$ cat config.mk
export PLATFORM = sky130hd
export DESIGN_NAME = sts_engine
export DESIGN_NICKNAME = d
export VERILOG_FILES = /design/src/rtl/sts_pkg.sv /design/src/rtl/sts_engine.sv
export SDC_FILE = /design/constraint.sdc
export NUM_CORES = 1
export LEC_CHECK = 0
export BUFFER_PORTS_ARGS = -buffer_cell sky130_fd_sc_hd__buf_2
export CAP_MARGIN = 0
export CORE_UTILIZATION = 58
export DETAILED_ROUTE_END_ITERATION = 8
export GPL_TIMING_DRIVEN = 0
export PLACE_DENSITY = 0.81
export SLEW_MARGIN = 20
export SYNTH_ARGS = -nofsm -noshare
export SYNTH_HDL_FRONTEND = slang
export SYNTH_SLANG_ARGS = --single-unit
export TNS_END_PERCENT = 20
$ cat constraint.sdc
create_clock -name clk_i -period 5.6 [get_ports clk_i]
set_input_delay 0.28 -clock clk_i [delete_from_list [all_inputs] [get_ports clk_i]]
set_output_delay 0.28 -clock clk_i [all_outputs]
set_load 0.02 [all_outputs]
$ cat src/rtl/sts_pkg.sv
// sts_pkg: shared types and constants of the sorted table binary search block
// payload structs for both channels, request codes, default parameter values
// no dependencies

package sts_pkg;

  localparam int unsigned TABLE_DEPTH_DEF = 256;
  localparam int unsigned VALUE_WIDTH_DEF = 32;

  // widths of the channel fields
  localparam int unsigned INDEX_WIDTH = 8;
  localparam int unsigned KEY_WIDTH   = 32;

  typedef enum logic {
    REQ_WRITE  = 1'b0,
    REQ_SEARCH = 1'b1
  } req_type_e;

  typedef struct packed {
    req_type_e                     req_type;
    logic [INDEX_WIDTH-1:0]        write_index;
    logic signed [KEY_WIDTH-1:0]   item_value;
    logic [INDEX_WIDTH-1:0]        low_index;
    logic [INDEX_WIDTH-1:0]        high_index;
  } sts_in_t;

  typedef struct packed {
    logic                   found;
    logic [INDEX_WIDTH-1:0] position;
  } sts_out_t;

endpackage

$ cat src/rtl/sts_engine.sv
// sts_engine: binary search sequencer, one table probe per cycle
// keeps the bounds, issues ram reads, compares and holds a stalled result
// depends on sts_pkg

module sts_engine #(
  parameter int unsigned TABLE_DEPTH = sts_pkg::TABLE_DEPTH_DEF,
  parameter int unsigned VALUE_WIDTH = sts_pkg::VALUE_WIDTH_DEF
) (
  input  logic                           clk_i,
  input  logic                           rst_ni,
  input  logic                           start_i,
  input  logic [VALUE_WIDTH-1:0]         key_i,
  input  logic [sts_pkg::INDEX_WIDTH-1:0] low_i,
  input  logic [sts_pkg::INDEX_WIDTH-1:0] high_i,
  output logic                           idle_o,
  output logic                           rd_en_o,
  output logic [$clog2(TABLE_DEPTH)-1:0] rd_addr_o,
  input  logic [VALUE_WIDTH-1:0]         rd_data_i,
  output logic                           res_valid_o,
  output sts_pkg::sts_out_t              res_o,
  input  logic                           res_ready_i
);

  import sts_pkg::*;

  localparam int unsigned AW = $clog2(TABLE_DEPTH);
  localparam int unsigned IW = (AW > INDEX_WIDTH) ? AW : INDEX_WIDTH;
  // one bit for mid + 1 beyond the table, one sign bit for mid - 1 below zero
  localparam int unsigned BW = IW + 2;

  typedef logic signed [BW-1:0] bound_t;

  localparam bound_t ONE    = bound_t'(1);
  localparam bound_t HI_MAX = bound_t'(TABLE_DEPTH - 1);

  typedef enum logic [2:0] {
    ST_IDLE  = 3'b001,
    ST_PROBE = 3'b010,
    ST_HOLD  = 3'b100
  } state_e;

  state_e state_q, state_d;
  bound_t lo_q, lo_d, hi_q, hi_d, mid_q, mid_d;
  logic [VALUE_WIDTH-1:0] key_q, key_d;
  sts_out_t res_q, res_d;

  bound_t lo_in, hi_in, hi_sat, mid0;
  bound_t mid_left, mid_right;
  logic   empty0, eq, gt;
  logic   finish;
  sts_out_t res_now;

  // start of a search
  assign lo_in  = bound_t'(low_i);
  assign hi_in  = bound_t'(high_i);
  assign hi_sat = (hi_in > HI_MAX) ? HI_MAX : hi_in;
  assign empty0 = hi_sat < lo_in;
  assign mid0   = lo_in + ((hi_sat - lo_in) >>> 1);

  // both candidate next midpoints, picked by the compare
  assign mid_left  = lo_q + ((mid_q - ONE - lo_q) >>> 1);
  assign mid_right = mid_q + ONE + ((hi_q - mid_q - ONE) >>> 1);

  assign eq = $signed(rd_data_i) == $signed(key_q);
  assign gt = $signed(rd_data_i) >  $signed(key_q);

  always_comb begin
    state_d = state_q;
    lo_d    = lo_q;
    hi_d    = hi_q;
    mid_d   = mid_q;
    key_d   = key_q;
    res_d   = res_q;
    rd_en_o = 1'b0;
    finish  = 1'b0;
    res_now = '0;

    case (state_q)
      ST_IDLE: begin
        if (start_i) begin
          key_d = key_i;
          if (empty0) begin
            finish = 1'b1;
          end else begin
            lo_d    = lo_in;
            hi_d    = hi_sat;
            mid_d   = mid0;
            rd_en_o = 1'b1;
            state_d = ST_PROBE;
          end
        end
      end
      ST_PROBE: begin
        if (eq) begin
          res_now.found    = 1'b1;
          res_now.position = mid_q[INDEX_WIDTH-1:0];
          finish           = 1'b1;
        end else if (gt) begin
          if (mid_q == lo_q) begin
            finish = 1'b1;
          end else begin
            hi_d    = mid_q - ONE;
            mid_d   = mid_left;
            rd_en_o = 1'b1;
          end
        end else begin
          if (mid_q == hi_q) begin
            finish = 1'b1;
          end else begin
            lo_d    = mid_q + ONE;
            mid_d   = mid_right;
            rd_en_o = 1'b1;
          end
        end
      end
      ST_HOLD: begin
        if (res_ready_i) begin
          state_d = ST_IDLE;
        end
      end
      default: begin
        state_d = ST_IDLE;
      end
    endcase

    // hand the result over at once, or park it until the output frees up
    if (finish) begin
      if (res_ready_i) begin
        state_d = ST_IDLE;
      end else begin
        res_d   = res_now;
        state_d = ST_HOLD;
      end
    end
  end

  assign rd_addr_o   = mid_d[AW-1:0];
  assign idle_o      = state_q == ST_IDLE;
  assign res_valid_o = finish || (state_q == ST_HOLD);
  assign res_o       = (state_q == ST_HOLD) ? res_q : res_now;

  always_ff @(posedge clk_i or negedge rst_ni) begin
    if (!rst_ni) begin
      state_q <= ST_IDLE;
    end else begin
      state_q <= state_d;
    end
  end

  always_ff @(posedge clk_i) begin
    lo_q  <= lo_d;
    hi_q  <= hi_d;
    mid_q <= mid_d;
    key_q <= key_d;
    res_q <= res_d;
  end

endmodule

==> qor.yml, run 1 <==
final_cell_mix: "buf_2, ha_1, inv_1"
max_cap_violations: 0
yosysWarnings: 0
ys_ff_latch: 74
setup_viol: 0
die_area_um2: 11700
syn_avg_cell_area_um2: 8.99
initial_core_util_pct: 59.9
drtPass1Iterations: 5
report.final.slew_viol_count: 0
cts_tree: "done"
fmax_mhz: 188
hold_viol: 0
status: "finished clean"
cts_setup_buffers: 0
worst_pin_slew_ps: 1090
grt-ovfl-total: 0
wl_per_cell_um: 18.4
synth_edf_count: 63
fin_tns_setup_ps: 0
coreArea_um2: 10900
arrival_ps: 5040
die_h_um: 108
leakage_nw: 3.63
critical_path_class: "flip-flop to primary output"
critPathMaxStageDelay_ps: 420
insertion_delay_ps: 340
diodes: 0
drive_above_1_share_pct: 17.3
rows: 38
holdWs_ps: 111
cp.required_ps: 5320
fin_nets: 1019
slew_headroom_pct: 27.4
wl_um: 18200
hpwlAfterDp_um: 14700
ir_worst_vdd_v: 0.000287
drc: 0
syn_to_final_growth_pct: 16.1
fin_util_pct: 69.5
synth_area_um2: 6550
critPathMaxFanout: 8
first_global_vias: 5776
grt_pass1_wl_um: 27800
async_reset_ff_share_pct: 4.05
syn-num-nets: 904
num_vias: 5949
critPathSlowestCell: "dfxtp_1"
holdCritPathClass: "input pin to flip-flop"
startpoint_type: "flip-flop"
gp_congestion: 0.999
vias_per_cell: 6.02
die_x_um: 108
gr-usage-all-layers_pct: 31.4
cts_sinks: 74
grt_max_degree: 35
h-tree-depth: 3
ant_nets: 0
synth_cell_types: 64
synth_ff_type: "edfxtp_1"
clk_path_buf_depth: 2
cts_made_buffers: 9
layout_min_cycle_time_ps: 5320
clock_skew_ps: 9.08
ios: 104
power_density_nw_per_um2: 613
ys_seq_area_share_pct: 32.5
syn_inst: 728
antenna_found_initial: 0
cts-root-buf: "clkbuf_16"
clkTransAtPathRegs_ps: 60
port_buffers: 103
nFillCells: 879
final_common_cell: "buf_2"
critPathCaptureType: "primary output"
rsz0062_at_grt: "false"
path_cells: "clkbuf_2 > inv_1 > ha_2 > xor2_4 > ha_1 > nor2b_1 > o21ai_0 > a21boi_0 > o21ai_0 > nand2b_1 > xor2_1 > ha_1 > or2_2 > a21oi_1 > nor2_1 > xnor2_1 > nor3_2 > o21ai_1 > a311o_1 > buf_4 > buf_2"
drtIter0Drc: 552
fin_crit_sh_pct: 95.0
## area by class of cell
class	instances	area, µm²	area share [%]
buffer	27	139	1.83
clock inverter	6	88.8	1.17
clock buffer	10	229	3.01
multi-input combinational	541	3990	52.5
tap	140	175	2.31
timing repair buffer	104	526	6.92
sequential	74	2130	28.0
inverter	86	323	4.25
## final timing paths
path	startpoint	endpoint	slack (ps)	depth (start not counted)
max in group asynchronous	rst_ni	state_q[0]	5130	2
max	mid_q[0]	rd_addr_o[7]	280	21
min in group asynchronous	rst_ni	state_q[2]	270	2
max reg2reg	mid_q[2]	mid_q[8]	910	16
min reg2reg	state_q[2]	state_q[2]	600	2
min	key_i[23]	key_q[23]	110	1
## synthesized netlist by cell type, drive strengths merged, types with 4 or more instances
cell,count,area [µm²]
ha,86,1080
inv,85,319
nand2,69,259
edfxtp,63,1890
a21oi,49,245
o21ai,44,220
xnor2,38,333
nor2,36,135
a21o,25,188
xor2,24,210
nor3,21,110
nand3,17,85.1
clkbuf,14,52.6
buf,13,83.8
nor2b,9,56.3
dfxtp,8,160
nand4,8,50.1
nand2b,7,51.3
nor3b,7,52.6
and2,6,42.5
fa,6,120
nand3b,6,45.0
o211ai,6,45.0
a21boi,5,37.5
a31oi,5,31.3
mux2i,5,62.6
o21a,5,37.5
a211oi,4,30.0
nor4,4,25.0
or3,4,25.0
or4,4,30.0
## where the power goes
group	leakage, nW	internal (mW)	switching, mW
Combinational	2.78	1.37	1.92
Clock	0.151	0.392	0.229
Sequential	0.696	0.693	0.0487
## routing by layer
| metal | routed length (µm) | track usage [%] | up-vias |
|---|---|---|---|
| li1 | - | - | 2809 |
| met1 | 7110 | 36.1 | 2763 |
| met2 | 8710 | 54.2 | 301 |
| met3 | 1480 | 6.21 | 76 |
| met4 | 919 | 18.3 | 0 |
| met5 | 0 | 0 | - |
## flip-flops by register name (all words and copies together) (netlist names)
register and flops:
hi_q 10, lo_q 10, state_q 3, mid_q 10, res_q 9, key_q 32
## what timing repair did
item | 4_1_cts | 5_1_grt
hold buffers | 1 | 0
endpoints found under the hold margin | 3 | 0
gates resized for setup | 2 | 6
setup endpoints to repair | 1 | 1
## kinds of logic after synthesis
family	count (synthesis)	share of synthesized area [%]
compound gates	175	17.0
xor+xnor	63	8.64
fa+ha+maj	92	18.3
buf+inv	113	7.02
flops	74	32.5
mux	5	0.956
simple gates	206	15.6
## per-stage QoR
step	instances	power, mW	worst slack (ps)	cell area [µm²]
floorplan	728	3.12	1400	6550
global placement	971	3.76	273	7240
detailed placement	971	3.87	201	7240
CTS	988	4.52	35.4	7570
global route	988	4.95	41.8	7600
finish	988	4.66	279	7600
## critical path: cells and delay by family, from the launching register on
kind	cells	cell delay, ps
adders and majority gates	3	1000
and+or+nand+nor	5	740
buffers and inverters	4	770
DFF	1	420
xor gates and xnor gates	3	540
AOI/OAI and AO/OA	6	1240
Power figures use the tool's default switching activity.
==> run 2: changes to the inputs <==
BUFFER_PORTS_ARGS = unset   (was -buffer_cell sky130_fd_sc_hd__buf_2)
CORE_UTILIZATION = 66   (was 58)
DONT_BUFFER_PORTS = 1   (was unset)
PLACE_DENSITY = 0.82   (was 0.81)
==> qor.yml, run 2 (same netlist as run 1, synthesis figures left out) <==
critical_path_class: "flip-flop to primary output"  # unchanged
critPathMaxStageDelay_ps: 530  # was 420 ps
drtPass1Iterations: 7  # was 5
regMostFlops: "key_q"  # unchanged
clock_skew_ps: 18.7  # was 9.08 ps
intPower_mw: 2.25  # was 2.46 mW
arrival_ps: 5110  # was 5040 ps
drive_above_1_share_pct: 5.51  # was 17.3%
clkTransAtPathRegs_ps: 90  # was 60 ps
largest_reg_flops: 32  # unchanged
clk_path_buf_depth: 2  # unchanged
r2r-end: "mid_q[9]"  # was mid_q[8]
r2r-start: "mid_q[0]"  # was mid_q[2]
cts_made_buffers: 9  # unchanged
crit_family: "adder cells"  # was compound AO/OA/AOI/OAI gates
fmax_mhz: 185  # was 188 MHz
grt_max_degree: 35  # unchanged
final_cell_mix: "ha_1, inv_1, nand2_1"  # was buf_2, ha_1, inv_1
port_buffers: 0  # was 103
crit_buf_inv: 3  # was 4
hold_viol: 0  # unchanged
min_to: "key_q[20]"  # was key_q[23]
syn_to_final_growth_pct: 8.64  # was 16.1%
vias_per_cell: 6.12  # was 6.02
cts_setup_buffers: 0  # unchanged
antenna_found_initial: 0  # unchanged
power_frac_comb_pct: 73.2  # was 70.7%
layout_min_cycle_time_ps: 5390  # was 5320 ps
num_vias: 5453  # was 5949
h-tree-depth: 3  # unchanged
diodes: 0  # unchanged
critPathCaptureType: "primary output"  # unchanged
ios: 104  # unchanged
ff2ff_setup_slack_ps: 800  # was 910 ps
ant_nets: 0  # unchanged
slew_headroom_pct: 27.6  # was 27.4%
gr-usage-all-layers_pct: 34.7  # was 31.4%
grt_pass1_wl_um: 26400  # was 27800 µm
worst_r2r_path_depth: 18  # was 16
fin_crit_sh_pct: 96.3  # was 95.0%
coreArea_um2: 9420  # was 10900 µm²
die_x_um: 102  # was 108 µm
insertion_delay_ps: 360  # was 340 ps
grt-ovfl-total: 0  # unchanged
startpoint_type: "flip-flop"  # unchanged
p_sw_mw: 2.18  # was 2.20 mW
gp_congestion: 0.996  # was 0.999
hpwlAfterDp_um: 13900  # was 14700 µm
holdCritPathClass: "input pin to flip-flop"  # unchanged
critPathMaxFanout: 8  # unchanged
hold_start: "key_i[20]"  # was key_i[23]
cp.required_ps: 5320  # about the same
die_area_um2: 10300  # was 11700 µm²
pwr-share-seq_pct: 16.7  # was 15.9%
power_frac_clock_pct: 10.1  # was 13.3%
fin_util_pct: 75.5  # was 69.5%
critPathSlowestCell: "ha_1"  # was dfxtp_1
initial_core_util_pct: 69.5  # was 59.9%
fin_nets: 933  # was 1019
leakage_nw: 3.23  # was 3.63 nW
fin_tns_setup_ps: 0  # unchanged
final_common_cell: "ha_1"  # was buf_2
rows: 35  # was 38
drc: 0  # unchanged
worst_pin_slew_ps: 1080  # was 1090 ps
drtIter0Drc: 449  # was 552
power_density_nw_per_um2: 624  # was 613 nW/µm²
hold_depth: 0  # was 1
path_cells: "clkbuf_2 > inv_1 > ha_1 > fa_1 > nor2b_1 > o21ai_0 > a21boi_0 > o21ai_0 > nand2b_1 > xor2_1 > ha_1 > or2_2 > a21oi_1 > nor2_1 > xnor2_1 > nor3_2 > o21ai_1 > a311o_1 > buf_4"  # was clkbuf_2 > inv_1 > ha_2 > xor2_4 > ha_1 > nor2b_1 > o21ai_0 > a21boi_0 > o21ai_0 > nand2b_1 > xor2_1 > ha_1 > or2_2 > a21oi_1 > nor2_1 > xnor2_1 > nor3_2 > o21ai_1 > a311o_1 > buf_4 > buf_2
report.final.slew_viol_count: 0  # unchanged
ir_worst_vdd_v: 0.000355  # was 0.000287 V
sw_frac_of_total_pct: 49.2  # was 47.2%
max_cap_violations: 0  # unchanged
cts_sinks: 74  # unchanged
setup_viol: 0  # unchanged
first_global_vias: 5332  # was 5776
cts_tree: "done"  # unchanged
wl_um: 17400  # was 18200 µm
rsz0062_at_grt: "false"  # unchanged
wl_per_cell_um: 19.6  # was 18.4 µm
die_h_um: 102  # was 108 µm
cts-root-buf: "clkbuf_8"  # was clkbuf_16
status: "finished clean"  # unchanged
run 2: worst max path at each step:
stage                     slack (ps)      from            to  depth (start not counted)
final                            210  mid_q[0]  rd_addr_o[7]                         19
after global routing              10  mid_q[0]  rd_addr_o[7]                         19
after CTS                        110  mid_q[0]  rd_addr_o[7]                         18
after detailed placement         410  mid_q[0]  rd_addr_o[7]                         19
after global placement           510  mid_q[0]  rd_addr_o[7]                         19
after floorplan                 1400  mid_q[1]  rd_addr_o[7]                         18
run 2: power by group through the flow:
stage / combinational, mW / sequential, mW / clock, mW
after floorplan: 2.38 / 0.734 / 0
after CTS: 3.14 / 0.737 / 0.446
final: 3.25 / 0.740 / 0.448
after detailed placement: 3.10 / 0.750 / 0
after global placement: 2.97 / 0.749 / 0
after global routing: 3.55 / 0.746 / 0.471
run 2: timing repair:
item,CTS,global route
setup endpoints to repair,1,1
gates resized for setup,1,5
endpoints found under the hold margin,4,16
hold buffers,2,16
run 2: worst register-to-register path, stage by stage, from the launching register on:
cell and delay, ps:
dfxtp_1 430, clkbuf_2 260, inv_1 150, ha_1 530, fa_1 520, nor2b_1 120, o21ai_0 110, a21boi_0 330
o21ai_0 140, nand2b_1 140, xor2_1 180, ha_1 290, or2_2 300, a21oi_1 200, o31ai_1 90, a21oi_1 190
xnor3_1 240, or3_1 310, o211ai_1 100
run 2: final cells by class:
type	count	area [µm²]
tap	129	161
sequential	74	2130
clock buffer	11	153
multi-input combinational	541	3970
buffer	27	139
clock inverter	5	60.1
fill	724	2300
inverter	86	323
timing repair buffer	18	180
run 2: through the flow:
| step | hold WS, ps | instance area, µm² | instances | power [mW] | setup slack, ps |
|---|---|---|---|---|---|
| after floorplan | -15.6 | 6550 | 728 | 3.12 | 1400 |
| after global placement | -15.5 | 6710 | 857 | 3.72 | 510 |
| after detailed placement | -15.5 | 6710 | 857 | 3.85 | 415 |
| after CTS | 4.76 | 6950 | 875 | 4.33 | 110 |
| after global routing | 8.62 | 7110 | 891 | 4.77 | 11.3 |
| final | 16.6 | 7110 | 891 | 4.44 | 206 |
run 2: metal layers:
| metal | part of all wire, % | global-route usage [%] |
|---|---|---|
| met1 | 40 | 41.1 |
| met2 | 47 | 57.9 |
| met3 | 8.0 | 7.18 |
| met4 | 5.0 | 21.2 |
| met5 | 0 | 0 |
